`config.mk`:
```
export PLATFORM = sky130hd
export DESIGN_NAME = ttl_dd_cell
export DESIGN_NICKNAME = d
export VERILOG_FILES = /design/src/rtl/ttl_dd_pkg.sv /design/src/rtl/ttl_dd_cell.sv
export SDC_FILE = /design/constraint.sdc
export NUM_CORES = 1
export LEC_CHECK = 0
export ABC_AREA = 1
export BUFFER_PORTS_ARGS = -buffer_cell sky130_fd_sc_hd__buf_2
export CORE_MARGIN = 4
export CORE_UTILIZATION = 50
export CTS_CLUSTER_DIAMETER = 50
export DETAILED_ROUTE_END_ITERATION = 8
export PLACE_DENSITY = 0.79
export SLEW_MARGIN = 30
export SYNTH_ARGS = -nofsm -noshare
export SYNTH_HDL_FRONTEND = slang
export SYNTH_SLANG_ARGS = --single-unit
```
`constraint.sdc`:
```
create_clock -name clk -period 3.5 [get_ports clk]
set_input_delay 0.525 -clock clk [delete_from_list [all_inputs] [get_ports clk]]
set_output_delay 0.525 -clock clk [all_outputs]
set_load 0.02 [all_outputs]
```
`src/rtl/ttl_dd_pkg.sv`:
```
`timescale 1ns / 1ps

package ttl_dd_pkg;

	// Default table depth and the width of the index fields (up to 1024 entries).
	localparam int TABLE_ENTRIES_DEF = 32;
	localparam int TBL_IDX_W         = 10;

	// Time to live after reset, in milliseconds.
	localparam logic [31:0] WINDOW_RESET = 32'd30000;

	// Input action codes.
	localparam logic ACT_CHECK  = 1'b0;
	localparam logic ACT_RECORD = 1'b1;

	typedef logic [TBL_IDX_W-1:0] idx_t;

	// Controller sequence.
	typedef enum logic [1:0] {
		ST_IDLE,
		ST_SCAN,
		ST_WRITE
	} state_t;

	// Search token that walks down the row of cells, one cell per cycle.
	typedef struct packed {
		logic        step;
		logic        matched;
		logic        seen;
		logic        have_free;
		idx_t        match_idx;
		idx_t        free_idx;
		idx_t        victim_idx;
		logic [31:0] victim_age;
	} tok_t;

	// Values broadcast to every cell; hash and time are held steady while a transaction is scanned.
	typedef struct packed {
		logic [31:0] hash_value;
		logic [31:0] now_ms;
		logic [31:0] window_ms;
	} bcast_t;

	// Table write broadcast to all cells.
	typedef struct packed {
		logic        en;
		idx_t        idx;
		logic [31:0] hash_value;
		logic [31:0] stamp;
	} wr_t;

endpackage

```
`src/rtl/ttl_dd_cell.sv`:
```
`timescale 1ns / 1ps

module ttl_dd_cell #(
	parameter int CELL_IDX = 0
) (
	input  logic                clk,
	input  logic                arst_n,
	input  ttl_dd_pkg::bcast_t  bc,
	input  ttl_dd_pkg::wr_t     wr,
	input  ttl_dd_pkg::tok_t    tok_in,
	output ttl_dd_pkg::tok_t    tok_out
);
	import ttl_dd_pkg::*;

	localparam idx_t MY_IDX = TBL_IDX_W'(CELL_IDX);

	logic [31:0] hash_q;
	logic [31:0] stamp_q;
	logic        valid_q;
	tok_t        tok_q;
	tok_t        tok_nx;
	logic [31:0] age;
	logic        live;
	logic        hit;

	// Age of this entry and its standing against the current transaction.
	assign age  = bc.now_ms - stamp_q;
	assign live = valid_q && (age < bc.window_ms);
	assign hit  = valid_q && (hash_q == bc.hash_value);

	// Fold this entry into the search token.
	always_comb begin
		tok_nx = tok_in;
		tok_nx.seen = tok_in.seen | (hit & live);
		if (!tok_in.matched) begin
			if (hit) begin
				tok_nx.matched   = 1'b1;
				tok_nx.match_idx = MY_IDX;
			end else if (!live) begin
				if (!tok_in.have_free) begin
					tok_nx.have_free = 1'b1;
					tok_nx.free_idx  = MY_IDX;
				end
			end else if (age >= tok_in.victim_age) begin
				tok_nx.victim_age = age;
				tok_nx.victim_idx = MY_IDX;
			end
		end
	end

	// Token register toward the next cell.
	always_ff @(posedge clk or negedge arst_n) begin
		if (!arst_n) begin
			tok_q <= '0;
		end else begin
			tok_q <= tok_nx;
		end
	end

	assign tok_out = tok_q;

	// Entry storage, written by the controller's broadcast.
	always_ff @(posedge clk or negedge arst_n) begin
		if (!arst_n) begin
			valid_q <= 1'b0;
		end else if (wr.en && (wr.idx == MY_IDX)) begin
			valid_q <= 1'b1;
		end
	end

	always_ff @(posedge clk) begin
		if (wr.en && (wr.idx == MY_IDX)) begin
			hash_q  <= wr.hash_value;
			stamp_q <= wr.stamp;
		end
	end

endmodule

```
Word level (Yosys, flattened, before mapping). Index checks and enable logic that the tools add are counted.

Bits of input ports: 239. Register bits after elaboration: 131. Logic and storage cells: 32.

Muxes and demuxes: 11. Add/sub/neg operators: 1. Equal/unequal tests: 1. Reductions and logical operators: 4. $lt $le $gt $ge: 2. Bitwise gates (word level): 2.

Operators with widths (number): 2-to-1 mux 42 bit (2); 2-to-1 mux 63 bit (1); 2-to-1 mux 52 bit (1); equality test 32 bit (1); >= comparator 32 bit (1); < comparator 32 bit (1); subtractor 32 bit (1); 2-to-1 mux 10 bit (3); zero test 10 bit (1); 2-to-1 mux 1 bit (4); logical AND 1 bit (3); bitwise AND 1 bit (1); bitwise OR 1 bit (1).

Longest topological paths before layout.
Depth in word-level cells: 6. Mapped depth: 27.

Worst setup path after synthesis. OpenSTA, ideal clock, no wires.

Path type: in2reg. From: input port wr[65] (netlist bit). To: register valid_q. Buffers on the path: 0. Stages: 4. Arrival: 7.596 ns. Setup slack: -4.199 ns. Path through: nor4_1 nand2_1 nor4_1 or2_2.

Longest elaborated chain between the ends: 2.

RTL lines: start, declared (RTL line ttl_dd_cell.sv:9) `input ttl_dd_pkg::wr_t wr,`; zero test 10 bit (RTL line ttl_dd_cell.sv:66) `end else if (wr.en && (wr.idx == MY_IDX)) begin`; logical AND 1 bit (RTL line ttl_dd_cell.sv:66); end signal, assigned (RTL line ttl_dd_cell.sv:65) `valid_q <= 1'b0;`; end signal, assigned (RTL line ttl_dd_cell.sv:67) `valid_q <= 1'b1;`; end, declared (RTL line ttl_dd_cell.sv:19) `logic valid_q;`.

Every way passes these cells. A chain may end at the register's enable or synchronous reset.

==> results.txt <==
Summing over every cut layer, the via total after detailed routing is 9437. The signal on the critical path passes through ha_1, inv_1, fa_1, nand3_2, nand3_4, nand2_1, nand2_1, nand2_1, nand2_2, nand2_2, nand2_1, nand2_1, nand2_1, ha_1, nand2_1, nor2_2, nand4_1, nor2_2, nand2_2, nand3_4, nand3_4, buf_12, nand2_1, nand2_1. The slew at the pin closest to its max-slew limit is about 810 ps. The number of cells in the finished layout apart from fillers came out at 1947. The largest fanout of any net on the critical path came out at 20. The maximum vdd drop came out at 0.2964 mV. The master cell of the clock root buffer is clkbuf_16.

The average cell area after synthesis is 7.179 sq um. Setup repair after global routing could not meet its margin everywhere. The data required time of the critical path is approximately 3800 ps. Clock-pin slew was measured on the worst setup and hold paths at 70 ps. The count of clock tree sinks came out at 131. The net count after synthesis came out at approximately 1600. The utilization after layout came out at between 70% and 80%. For this design the ratio of total power to cell area is ~350 mW/mm^2. The element type at the critical path start is a register. The final weighted congestion in routability-driven placement is 0.9374. The most common cell after layout, fill and taps aside is nand2_1. The cell count after placement came out at between 1500 and 2000. The number of cell instances on the worst register-to-register path came out at 24. The maximum achievable frequency came out at roughly 300 MHz. The worst slack on hold paths came out at 32.78 ps. The global-route wire length before repair came out at around 42 mm. The ratio of cells with drive above 1 in the final layout is 30.24%. 305 I/O pins were placed.

Synthesis produced a netlist whose cell count is 1305. The number of maximum-capacitance constraint violations is 0. Among cell families on the critical path, the largest total delay comes from simple AND/OR/NAND/NOR gates. CTS built an H-tree with a depth of 4. The core region is 0.01821 sq mm. The count of nets left with antenna violations after detail routing came out at 0. Compared with the post-synthesis result, the final layout area differs by 36.54%. The worst path arrival time is 3690 ps. The number of buffers on the longest clock path came out at 2. The insertion delay of the later-clocked pin in the worst-skew pair is approximately 430 ps. The count of yosys warnings during synthesis came out at 0. The die is 144.9 microns wide.

The kind of capture point of the worst setup path is a register. The flop-to-flop setup slack is 120 ps. The critical path is of the reg2reg type. The launching point of the worst reg2reg path is stamp_q[0]$_DFFE_PP_. The net count of the finished layout is just over 2000. The number of distinct library cell variants in the gate-level netlist after synthesis came out at 36.

The HPWL after detailed placement is 22.25 mm. The routed wire length came out at about 28 mm. The flip-flop and latch count after synthesis is 131. The placement-stage cell area came out at 0.01175 sq mm.

The endpoint identified for the worst register-to-register timing path is tok_out[0]$_DFF_PN0_. In the layout the commonest cells are nand2_1 (437), buf_2 (304), inv_1 (284). The total count of hold-check failures in the final report came out at 0. The part of the Yosys area used for sequential elements is 38.41%. The total negative slack for setup checks came out at 0 ps. The total buffers and inverters traversed by the critical path is 2. The initial antenna violation count came out at 3. The synthesized netlist occupies a cell area of 0.009369 sq mm.

Counting stages on the worst path, the most repeated cell is nand2_1. Setup violations remaining at the end of the flow were counted as 0. The final max-slew violation count is 0. The worst hold path belongs to the class in2async. For this run, the leading register cell type out of synthesis is dfrtp_1. The share of the clock period used by the worst path after layout is 96.62%. Counting the buffers created by CTS gives 17. The floorplan has 49 rows. The clock skew after layout came out at 13.98 ps. Entering global routing, the biggest net connects 66 pins. The number of fill cells is 1524. The count of flip-flops with a built-in enable after synthesis is 64.

During placement, the flow inserted port buffers numbering about 300. After global routing the overflow that remains totals 0. The die is 144.9 microns tall. Dividing the detail-routed via count by the number of cells gives 4.847. The number of hold buffers added after CTS came out at 0.

The clock period minus worst slack is 3382 ps. The flow ran to the end, and the final reports show no timing, DRC or antenna violations. After routing the design area is 0.01279 sq mm. The effective utilization at floorplan is between 50% and 60%. The total leakage power is ~7.5 nW. For this run, design rule violations remaining after detail routing come to 0.

The area of the die came out at 0.02099 sq mm. The total routing usage reported by global routing came out at 25.27%. The fraction of registers with async set or reset after synthesis came out at 51.15%. The DRC marker count from the first detailed-route iteration is roughly 660. The average routed wire per standard cell is 14.23 microns. The cell with the largest stage delay on the worst path is fa_1. The biggest cell delay along the critical path is 390 ps.

The number of global-route vias before repair came out at slightly below 9000. The number of search-and-repair iterations in the first detailed-routing pass came out at 5. TritonCTS built the clock tree.

Headroom to the max-slew limit came out at between 40% and 50%.
-- stage by stage --
step                      setup slack, ps  total power [mW]
final                               118.1             4.453
after global routing               -108.5             4.675
after CTS                           23.60             4.412
after detailed placement           -249.3             2.619
after floorplan                     116.9             2.200
after global placement             -220.5             2.596
-- synthesized netlist by cell type, types with 3 or more instances --
cell type  number  area share [%]
nand4_1        14            0.93
o21a_1          4            0.32
nand3_1        69             3.7
nand3b_1        3            0.24
nor3_1          5            0.27
nor4_1          4            0.27
buf_6           7            0.84
dfrtp_1        67              18
xnor2_1         8            0.75
buf_2           3            0.16
ha_1           94              13
xor2_1         15             1.4
o21ai_0        23             1.2
nand2_1       464              19
nand3_2         3            0.32
a21oi_1        51             2.7
inv_2           6            0.24
o21bai_1        3            0.24
inv_1         284              11
nor2_1         97             3.9
edfxtp_1       64              21
-- worst max path at each step --
stage	startpoint	endpoint	slack, ps	cells after the start
global route	stamp_q[6]$_DFFE_PP_	tok_out[4]$_DFF_PN0_	-110	23
floorplan	wr[65]	hash_q[0]$_DFFE_PP_	120	3
CTS	stamp_q[18]$_DFFE_PP_	tok_out[47]$_DFF_PN0_	20	21
finish	stamp_q[0]$_DFFE_PP_	tok_out[0]$_DFF_PN0_	120	24
global placement	bc[49]	tok_out[47]$_DFF_PN0_	-220	21
detailed placement	bc[32]	tok_out[47]$_DFF_PN0_	-250	26
-- state kept, by name (all words and copies together), names as in the netlist --
register	flops
valid_q	1
stamp_q	32
tok_out	66
hash_q	32
-- area by class of cell --
type / instances / area, sq um / area share [%]
antenna: 2 / 5.005 / 0.03912
clock buffer: 18 / 450.4 / 3.521
clock inverter: 14 / 130.1 / 1.017
inverter: 291 / 1092 / 8.539
multi-input combinational: 871 / 4954 / 38.72
sequential: 131 / 3598 / 28.13
tap: 229 / 286.5 / 2.240
timing repair buffer: 391 / 2276 / 17.79
-- power by group --
part / switching [mW] / leakage, nW / internal, mW
clock: 0.810 / 0.288 / 0.985
sequential: 0.0109 / 1.36 / 1.66
combinational: 0.570 / 5.84 / 0.420
-- timing repair --
action / 4_1_cts / 5_1_grt
resized for setup: 0 / 92
buffers inserted: 0 / 4
endpoints found under the setup margin: 0 / 54
-- cell families after synthesis --
kind of cell               Yosys count  share of synthesized area (%)
xor gates and xnor gates            23                          2.150
buffers and inverters              303                          12.74
and+or+nand+nor                    669                          29.18
adders and majority gates           95                          12.77
DFF                                131                          38.41
AOI/OAI and AO/OA                   84                          4.754
-- routing by layer --
metal / GRT usage, % / vias up / routed length, microns
met5: 0 / - / 8
met4: 7.953 / 2 / 506
met3: 4.436 / 39 / 1983
met2: 42.16 / 391 / 13090
met1: 33.55 / 4194 / 12120
li1: - / 4811 / -
Power figures use the tool's default switching activity.
