**src/rtl/ttl_dd_pkg.sv**
```systemverilog
`timescale 1ns / 1ps

package ttl_dd_pkg;

	// Default table depth and the width of the index fields (up to 1024 entries).
	localparam int TABLE_ENTRIES_DEF = 32;
	localparam int TBL_IDX_W         = 10;

	// Time to live after reset, in milliseconds.
	localparam logic [31:0] WINDOW_RESET = 32'd30000;

	// Input action codes.
	localparam logic ACT_CHECK  = 1'b0;
	localparam logic ACT_RECORD = 1'b1;

	typedef logic [TBL_IDX_W-1:0] idx_t;

	// Controller sequence.
	typedef enum logic [1:0] {
		ST_IDLE,
		ST_SCAN,
		ST_WRITE
	} state_t;

	// Search token that walks down the row of cells, one cell per cycle.
	typedef struct packed {
		logic        step;
		logic        matched;
		logic        seen;
		logic        have_free;
		idx_t        match_idx;
		idx_t        free_idx;
		idx_t        victim_idx;
		logic [31:0] victim_age;
	} tok_t;

	// Values broadcast to every cell; hash and time are held steady while a transaction is scanned.
	typedef struct packed {
		logic [31:0] hash_value;
		logic [31:0] now_ms;
		logic [31:0] window_ms;
	} bcast_t;

	// Table write broadcast to all cells.
	typedef struct packed {
		logic        en;
		idx_t        idx;
		logic [31:0] hash_value;
		logic [31:0] stamp;
	} wr_t;

endpackage

```
**src/rtl/ttl_dd_ifs.sv**
```systemverilog
`timescale 1ns / 1ps

// Input channel: one packet hash with its time and action.
interface ttl_dd_in_if;
	logic        valid;
	logic        ready;
	logic        action;
	logic [31:0] hash_value;
	logic [31:0] now_ms;

	modport source (output valid, output action, output hash_value, output now_ms,
		input ready);
	modport sink (input valid, input action, input hash_value, input now_ms,
		output ready);
endinterface

// Result channel: the seen flag.
interface ttl_dd_out_if;
	logic valid;
	logic ready;
	logic seen;

	modport source (output valid, output seen, input ready);
	modport sink (input valid, input seen, output ready);
endinterface

// Configuration channel: writes the time window.
interface ttl_dd_cfg_if;
	logic        valid;
	logic        ready;
	logic [31:0] window_ms;

	modport source (output valid, output window_ms, input ready);
	modport sink (input valid, input window_ms, output ready);
endinterface

```
**src/rtl/ttl_dd_ctrl.sv**
```systemverilog
`timescale 1ns / 1ps

module ttl_dd_ctrl (
	input  logic               clk,
	input  logic               arst_n,
	ttl_dd_in_if.sink          req,
	ttl_dd_out_if.source       rsp,
	ttl_dd_cfg_if.sink         cfg,
	output ttl_dd_pkg::bcast_t bc,
	output ttl_dd_pkg::wr_t    wr,
	output ttl_dd_pkg::tok_t   tok_first,
	input  ttl_dd_pkg::tok_t   tok_last
);
	import ttl_dd_pkg::*;

	state_t      state_q;
	state_t      state_nx;
	logic        action_q;
	logic [31:0] hash_q;
	logic [31:0] now_q;
	logic [31:0] window_q;
	logic        start_q;
	idx_t        slot_q;
	logic        seen_pend_q;
	logic        rsp_valid_q;
	logic        rsp_seen_q;
	logic        accept;
	logic        load_ok;
	logic        wr_en;

	// Next state.
	always_comb begin
		state_nx = state_q;
		unique case (state_q)
			ST_IDLE:  if (req.valid) state_nx = ST_SCAN;
			ST_SCAN:  if (tok_last.step) state_nx = ST_WRITE;
			ST_WRITE: if (load_ok) state_nx = ST_IDLE;
			default:  state_nx = ST_IDLE;
		endcase
	end

	// Handshake and write strobes.
	always_comb begin
		req.ready = (state_q == ST_IDLE);
		load_ok   = !rsp_valid_q || rsp.ready;
		wr_en     = (state_q == ST_WRITE) && load_ok;
	end

	assign accept    = req.valid && req.ready;
	assign cfg.ready = 1'b1;

	always_ff @(posedge clk or negedge arst_n) begin
		if (!arst_n) begin
			state_q     <= ST_IDLE;
			start_q     <= 1'b0;
			rsp_valid_q <= 1'b0;
			window_q    <= WINDOW_RESET;
		end else begin
			state_q <= state_nx;
			start_q <= accept;
			if (wr_en) begin
				rsp_valid_q <= 1'b1;
			end else if (rsp.ready) begin
				rsp_valid_q <= 1'b0;
			end
			if (cfg.valid && cfg.ready) begin
				window_q <= cfg.window_ms;
			end
		end
	end

	// Transaction capture, slot decision at the end of the scan, result register.
	always_ff @(posedge clk) begin
		if (accept) begin
			action_q <= req.action;
			hash_q   <= req.hash_value;
			now_q    <= req.now_ms;
		end
		if ((state_q == ST_SCAN) && tok_last.step) begin
			seen_pend_q <= (action_q == ACT_CHECK) && tok_last.seen;
			if (tok_last.matched) begin
				slot_q <= tok_last.match_idx;
			end else if (tok_last.have_free) begin
				slot_q <= tok_last.free_idx;
			end else begin
				slot_q <= tok_last.victim_idx;
			end
		end
		if (wr_en) begin
			rsp_seen_q <= seen_pend_q;
		end
	end

	// The first cell sees a fresh token with empty accumulators.
	always_comb begin
		tok_first      = '0;
		tok_first.step = start_q;
	end

	assign bc.hash_value = hash_q;
	assign bc.now_ms     = now_q;
	assign bc.window_ms  = window_q;

	assign wr.en         = wr_en;
	assign wr.idx        = slot_q;
	assign wr.hash_value = hash_q;
	assign wr.stamp      = now_q;

	assign rsp.valid = rsp_valid_q;
	assign rsp.seen  = rsp_seen_q;

endmodule

```
**src/flat_wrapper.sv**
```systemverilog
// flat-port wrapper written by rule: the top's interface ports become plain ports
module ttl_dd_ctrl_flat import ttl_dd_pkg::*;
  (clk, arst_n, bc, wr, tok_first, tok_last, req_valid, req_action, req_hash_value, req_now_ms, req_ready, rsp_valid, rsp_seen, rsp_ready, cfg_valid, cfg_window_ms, cfg_ready);
  ttl_dd_in_if req_i ();
  ttl_dd_out_if rsp_i ();
  ttl_dd_cfg_if cfg_i ();
  input  logic clk;
  input  logic arst_n;
  output ttl_dd_pkg::bcast_t bc;
  output ttl_dd_pkg::wr_t wr;
  output ttl_dd_pkg::tok_t tok_first;
  input  ttl_dd_pkg::tok_t tok_last;
  input wire logic [$bits(req_i.valid)-1:0] req_valid;
  input wire logic [$bits(req_i.action)-1:0] req_action;
  input wire logic [$bits(req_i.hash_value)-1:0] req_hash_value;
  input wire logic [$bits(req_i.now_ms)-1:0] req_now_ms;
  output wire logic [$bits(req_i.ready)-1:0] req_ready;
  output wire logic [$bits(rsp_i.valid)-1:0] rsp_valid;
  output wire logic [$bits(rsp_i.seen)-1:0] rsp_seen;
  input wire logic [$bits(rsp_i.ready)-1:0] rsp_ready;
  input wire logic [$bits(cfg_i.valid)-1:0] cfg_valid;
  input wire logic [$bits(cfg_i.window_ms)-1:0] cfg_window_ms;
  output wire logic [$bits(cfg_i.ready)-1:0] cfg_ready;
  assign req_i.valid = req_valid;
  assign req_i.action = req_action;
  assign req_i.hash_value = req_hash_value;
  assign req_i.now_ms = req_now_ms;
  assign req_ready = req_i.ready;
  assign rsp_valid = rsp_i.valid;
  assign rsp_seen = rsp_i.seen;
  assign rsp_i.ready = rsp_ready;
  assign cfg_i.valid = cfg_valid;
  assign cfg_i.window_ms = cfg_window_ms;
  assign cfg_ready = cfg_i.ready;
  ttl_dd_ctrl u_core (.clk(clk), .arst_n(arst_n), .req(req_i), .rsp(rsp_i), .cfg(cfg_i), .bc(bc), .wr(wr), .tok_first(tok_first), .tok_last(tok_last));
endmodule
```
**config.mk**
```make
export PLATFORM = sky130hd
export DESIGN_NAME = ttl_dd_ctrl_flat
export DESIGN_NICKNAME = d
export VERILOG_FILES = /design/src/rtl/ttl_dd_pkg.sv /design/src/rtl/ttl_dd_ifs.sv /design/src/rtl/ttl_dd_ctrl.sv /design/src/flat_wrapper.sv
export SDC_FILE = /design/constraint.sdc
export NUM_CORES = 1
export LEC_CHECK = 0
export BUFFER_PORTS_ARGS = -buffer_cell sky130_fd_sc_hd__buf_2
export CORE_AREA = 2 2 158 160
export CTS_CLUSTER_DIAMETER = 150
export DETAILED_ROUTE_END_ITERATION = 10
export DIE_AREA = 0 0 160 162
export HOLD_SLACK_MARGIN = 0.12
export PLACE_DENSITY = 0.57
export SLEW_MARGIN = 30
export SYNTH_ARGS = -nofsm -noshare
export SYNTH_HDL_FRONTEND = slang
export SYNTH_SLANG_ARGS = --single-unit
```
**constraint.sdc**
```tcl
create_clock -name clk -period 6 [get_ports clk]
set_input_delay 0.9 -clock clk [delete_from_list [all_inputs] [get_ports clk]]
set_output_delay 0.9 -clock clk [all_outputs]
set_load 0.005 [all_outputs]
```
* After elaboration in Yosys (flattened, before gate mapping)
Index checks and enable logic that the tools add are counted.
Cells by class: equal/unequal tests 5, multiplexer cells 8, bitwise operators 1, reductions and logical operators 9
Operator list (count):
- $mux 10 | 2
- $mux 2 | 3
- $pmux 2 s3 | 1
- $logic_and 1x1->1 | 4
- $ne 2x2->1 const B | 2
- $reduce_and 3->1 | 1
- $eq 2x1->1 const B | 1
- $eq 2x2->1 const B | 1
- $logic_not 2->1 | 1
- $mux 1 | 2
- $ne 2x1->1 const B | 1
- $reduce_bool 2->1 | 1
- $logic_not 1->1 | 1
- $logic_or 1x1->1 | 1
- $not 1->1 | 1
Word-level totals: flip-flop bits (word level) 113, input bits 168, output and inout port bits 241, word-level logic and storage cells 33

* Logic depth before layout (Yosys ltp)
Gate-level depths: netlist of the first run.
depth after elaboration 4, mapped depth 3, gate-level depth less buffers 2

* Least setup slack after synthesis of the first run
OpenSTA, ideal clock, no wires.
kind input to register, start in req_valid, end reg u_core.action_q (enable), setup time 431 ps, arrival 2442 ps, required time 5569 ps, setup slack 3127 ps, stages 1, cells stage by stage and2_1
Between the ends: word-level cells in the longest chain between the ends 1
Ends and longest elaborated chain:
- start, declared | line flat_wrapper.sv:13 | input wire logic [$bits(req_i.valid)-1:0] req_valid;
- $logic_and 1x1->1 | line ttl_dd_ctrl.sv:49 | assign accept = req.valid && req.ready;
- end signal, assigned | line ttl_dd_ctrl.sv:75 | action_q <= req.action;
- end, declared | line ttl_dd_ctrl.sv:18 | logic action_q;
No other way between the ends. A chain may end at the register's enable or synchronous reset.

==> results of run 1 <==
## final timing paths
kind | slack [ns] | endpoint | start | depth (start not counted)
worst max-delay path | 3.61 | wr[74] | rsp_ready | 4
worst min-delay path | 0.46 | u_core.rsp.seen$_DFFE_PP_ | u_core.seen_pend_q$_DFFE_PP_ | 0
worst max register to register | 4.30 | u_core.now_q[21]$_DFFE_PP_ | u_core.state_q[0]$_DFFE_PN0P_ | 2
worst min register to register | 0.46 | u_core.rsp.seen$_DFFE_PP_ | u_core.seen_pend_q$_DFFE_PP_ | 0
max in group asynchronous | 4.90 | u_core.window_q[16]$_DFFE_PN0P_ | arst_n | 1
min in group asynchronous | 0.58 | u_core.window_q[27]$_DFFE_PN0P_ | arst_n | 1
## power groups by stage
stage / sequential (W) / clock (W) / combinational [W]
floorplan: 0.00106 / 0 / 0.000240
global placement: 0.00105 / 0 / 0.000375
detailed placement: 0.00105 / 0 / 0.000376
CTS: 0.00104 / 0.00101 / 0.000377
global route: 0.00105 / 0.00104 / 0.000402
finish: 0.00103 / 0.000965 / 0.000364
## cell usage after synthesis
master,number
edfxtp_1,77
buf_12,3
and3b_1,1
nor2_1,1
o21ai_0,10
conb_1,2
nand2b_1,4
dfrtp_1,29
mux2_4,30
buf_6,1
o21bai_1,1
buf_4,133
mux2i_1,10
and2_1,1
nand2_1,11
nor2b_1,2
dfstp_2,7
clkbuf_1,2
mux2_2,2
a21oi_1,1
## state kept, by name, summed over array words and instances, names as in the netlist
name / count
u_core.start_q: 1
u_core.seen_pend_q: 1
u_core.window_q: 32
u_core.rsp.seen: 1
u_core.action_q: 1
u_core.slot_q: 10
u_core.now_q: 32
u_core.rsp.valid: 1
u_core.hash_q: 32
u_core.state_q: 2
## layout make-up
| class | count | area share |
|---|---|---|
| repair buffers | 310 | 0.231 |
| flip-flops and latches | 113 | 0.479 |
| well taps | 324 | 0.0602 |
| clock buffers | 22 | 0.0738 |
| clock inverters | 10 | 0.0106 |
| multi-input cells | 140 | 0.146 |
## critical path, delay by kind of cell
kind | cells | cell delay (ns)
buf+inv | 2 | 0.22
simple gates | 2 | 0.37
## metrics by stage
step / power (W) / cell area, µm² / worst slack [ns] / utilization / std cells
floorplan: 0.00130 / 5280 / 3.13 / - / 392
global placement: 0.00142 / 6160 / 3.60 / 0.256 / 887
detailed placement: 0.00143 / 6160 / 3.60 / 0.256 / 887
CTS: 0.00242 / 6730 / 3.60 / 0.279 / 919
global route: 0.00249 / 6730 / 3.55 / 0.279 / 919
finish: 0.00236 / 6730 / 3.61 / 0.279 / 919
## layer usage
metal | global-route usage | vias to the layer above | wire [µm]
met5 | 0 | - | 0
met1 | 0.0978 | 1424 | 4620
met4 | 0.0414 | 0 | 255
li1 | - | 1434 | -
met2 | 0.146 | 194 | 6010
met3 | 0.0388 | 12 | 1190
## kinds of logic (layout without fill, tap and decap cells)
| logic type | Yosys count | count (layout) | synth area share |
|---|---|---|---|
| buf+inv | 139 | 342 | 0.214 |
| flops | 113 | 113 | 0.639 |
| mux | 42 | 42 | 0.114 |
| simple gates | 20 | 20 | 0.0194 |
| compound gates | 12 | 12 | 0.0124 |
| other cells | 2 | 66 | 0.00149 |
==> results.cfg, run 1 <==
[status]
status = completed

[pwr]
p_clk_frac = 0.408
p_leak_nw = 3.24
p_int_w = 0.00175
switching_share = 0.259
peakVddDrop_mv = 0.160
powerDensity_nw_per_um2 = 351
seqPwrFrac = 0.438
p_comb_frac = 0.154
power.switching_w = 0.000611

[timing]
hold_slack_ns = 0.465
slew_viol_final = 0
timing.fmax_mhz = 418
min_period_ns = 2.39
finalHoldViolCount = 0
setup_viol = 0
rsz0062_at_grt = false
finalCritPeriodShare = 0.398
clock_skew_ns = 0.00756
setup_tns_ns = 0
worst_slew_pin_slew_ns = 0.881
maxSlewHeadroom = 0.413

[global_routing]
track_usage = 0.0881
overflow = 0
grt_first_pass_wirelength_um = 16600
grt_pass1_vias = 2846
grt_max_degree = 67
antenna_found_initial = 0

[route]
viasPerCell = 3.33
dr.pass1.iters = 4
drc = 0
drt_iter0_drc = 77
num_vias = 3064
drt_wl_total_um = 12100
antenna_left = 0
wire_per_inst_um = 13.1

[final_layout]
final.fill_count = 2546
final_common_cell = buf_2
insertedDiodeCount = 0
finalNetCount = 750
multi_input_area_um2 = 983
final-seq-area_um2 = 3220
areaGrowthSynthToFinish_pct = 33.6
final_cell_mix = buf_2, edfxtp_1, conb_1
layout-drive-gt1-share = 0.639

[synthesis]
syn-instance-count = 328
syn_avg_cell_area_um2 = 15.4
synth_top_area_cell = edfxtp_1
netlist_area_um2 = 5040
ys_types = 20
synth_area_leaders = edfxtp_1, buf_4, dfrtp_1
yosysSeqAreaShare = 0.639
synth_seq_cells = 113
ys_warn_count = 0
synth_top_area_share = 0.459

[floorplanning]
fp.dieH_um = 162
io_pins = 409
rows = 57
core_um2 = 24100
die_w_um = 160
dieArea_um2 = 25900
initial_core_util = 0.209

[flow_run]
maxCapViolations = 0

[setup_path]
path_max_fanout = 3
start_kind = input pin
cpMaxStageDelayCell = nor2b_1
path_class = input pin to output pin
cp_data_arrival_time_ns = 1.49
endpoint_kind = output pin
slowest_delay_ns = 0.20
critPathRequiredTime_ns = 5.10
path_cells = buf_2 > nand2b_1 > nor2b_1 > buf_2
crit_top_cell = buf_2

[clock_network]
post_cts_buffers = 0
cts_hold_buf = 0
cts_sinks = 113
cts_made_buffers = 17
clk_path_buf_depth = 2
clk_pin_slew_ns = 0.06
cts_tree = done
ctsResizeCount = 0
ctsRootBufferMaster = clkbuf_16
cts_max_level = 4
clk_latency_ns = 0.40

[placement]
gp_congestion = 0.731
numPortBuffers = 310
dp_hpwl_um = 9380

[hold_path]
min_path_type = register to register
Power figures use the tool's default switching activity.
==> inputs of run 2 (changes only) <==
Clock period 6 ns to 2.25 ns, I/O delays scaled along.
==> results.cfg, run 2 (synthesized netlist as in run 1, its figures left out) <==
[status]
status = completed

[timing]
setup_tns_ns = 0
rsz0062_at_grt = false
maxSlewHeadroom = 0.453
finalCritPeriodShare = 0.795
min_period_ns = 1.79
worst_slew_pin_slew_ns = 0.820
clock_skew_ns = 0.0124
setup_viol = 0
finalHoldViolCount = 0
slew_viol_final = 0
timing.fmax_mhz = 559
hold_slack_ns = 0.141

[setup_path]
endpoint_kind = output pin
crit_start = u_core.state_q[0]$_DFFE_PN0P_
path_class = register to output pin
r2r_slack_ns = 0.81
r2r-start = u_core.state_q[1]$_DFFE_PN0P_
critPathRequiredTime_ns = 1.91
cp_data_arrival_time_ns = 1.45
reg2regPathDepth = 1
worst_r2r_endpoint = u_core.slot_q[5]$_DFFE_PP_
path_max_fanout = 5
start_kind = register

[route]
num_vias = 3352
dr.pass1.iters = 4
drc = 0
drt_wl_total_um = 13300
antenna_left = 0
drt_iter0_drc = 96
viasPerCell = 3.39
wire_per_inst_um = 13.5

[global_routing]
grt_pass1_vias = 3341
track_usage = 0.0987
grt_max_degree = 47
grt_first_pass_wirelength_um = 18900
antenna_found_initial = 2
overflow = 0

[hold_path]
min_from = req_now_ms[20]
min_path_type = input pin to register
whs_endpoint = u_core.now_q[20]$_DFFE_PP_
hold_depth = 1

[placement]
numPortBuffers = 310
gp_congestion = 0.730
dp_hpwl_um = 9850

[final_layout]
final.fill_count = 2484
layout-drive-gt1-share = 0.581
areaGrowthSynthToFinish_pct = 47.2
multi_input_area_um2 = 983
finalNetCount = 818
final-seq-area_um2 = 3220
reg_top3 = u_core.hash_q (32), u_core.now_q (32), u_core.window_q (32)
final_common_cell = buf_2
final_cell_mix = buf_2, edfxtp_1, conb_1

[clock_network]
clk_path_buf_depth = 2
cts_tree = done
ctsRootBufferMaster = clkbuf_16
post_cts_buffers = 0
clk_latency_ns = 0.40
cts_made_buffers = 17
cts_sinks = 113
clk_pin_slew_ns = 0.05
cts_max_level = 4

[floorplanning]
core_um2 = 24100
rows = 57
fp.dieH_um = 162
io_pins = 409
initial_core_util = 0.209
die_w_um = 160
dieArea_um2 = 25900

[flow_run]
maxCapViolations = 0

[pwr]
powerDensity_nw_per_um2 = 858
p_leak_nw = 3.53
peakVddDrop_mv = 0.396
==> run 2: cell count changes in the layout (fill, tap and decap cells not counted), sizes merged <==
| cell | previous run | this run |
|---|---|---|
| buf | 310 | 313 |
| clkbuf | 22 | 19 |
| clkinv | 3 | 5 |
| diode | 0 | 2 |
| dlygate4sd3 | 0 | 65 |
| inv | 6 | 7 |
==> run 2: worst max-delay path by stage <==
stage	endpoint	slack, ns	cells after the start
finish	wr[74]	0.46	3
global route	wr[74]	0.34	3
CTS	wr[74]	0.40	3
detailed placement	u_core.slot_q[3]$_DFFE_PP_	0.75	1
global placement	u_core.slot_q[3]$_DFFE_PP_	0.78	1
floorplan	u_core.action_q$_DFFE_PP_	0.42	2
==> run 2: area by class of cell <==
cell class | count | share of cell area
Sequential cell | 113 | 0.434
Timing Repair Buffer | 378 | 0.303
Multi-Input combinational cell | 140 | 0.133
Clock buffer | 19 | 0.0611
Tap cell | 324 | 0.0546
Clock inverter | 13 | 0.0135
Antenna cell | 2 | 0.000675
==> run 2: what timing repair did <==
item / in CTS / in global routing
hold buffers: 63 / 2
endpoints found under the setup margin: 0 / 0
endpoints found under the hold margin: 91 / 2
resized for setup: 0 / 0
==> run 2: through the flow <==
step	power, W	util	std cells	area (µm²)	setup slack (ns)
final	0.00637	0.308	989	7420	0.462
after global routing	0.00672	0.308	987	7410	0.344
after CTS	0.00652	0.307	985	7390	0.398
after detailed placement	0.00384	0.258	890	6210	0.745
after global placement	0.00383	0.258	890	6210	0.777
after floorplan	0.00346	-	392	5280	0.417
==> run 2: routing by layer <==
metal | part of all wire | vias up | global-route usage
li1 | - | 1574 | -
met1 | 0.36 | 1571 | 0.100
met2 | 0.53 | 201 | 0.177
met3 | 0.10 | 6 | 0.0447
met4 | 0.0078 | 0 | 0.0389
met5 | 0 | - | 0
==> run 2: power breakdown <==
part	internal [W]	switching, W
clock network	0.00148	0.00102
registers	0.00261	0.000139
logic	0.000577	0.000538
==> run 2: critical path, stage by stage (launching register included) <==
cell	delay, ns
dfrtp_1	0.40
nand2b_1	0.18
nor2b_1	0.27
buf_2	0.19
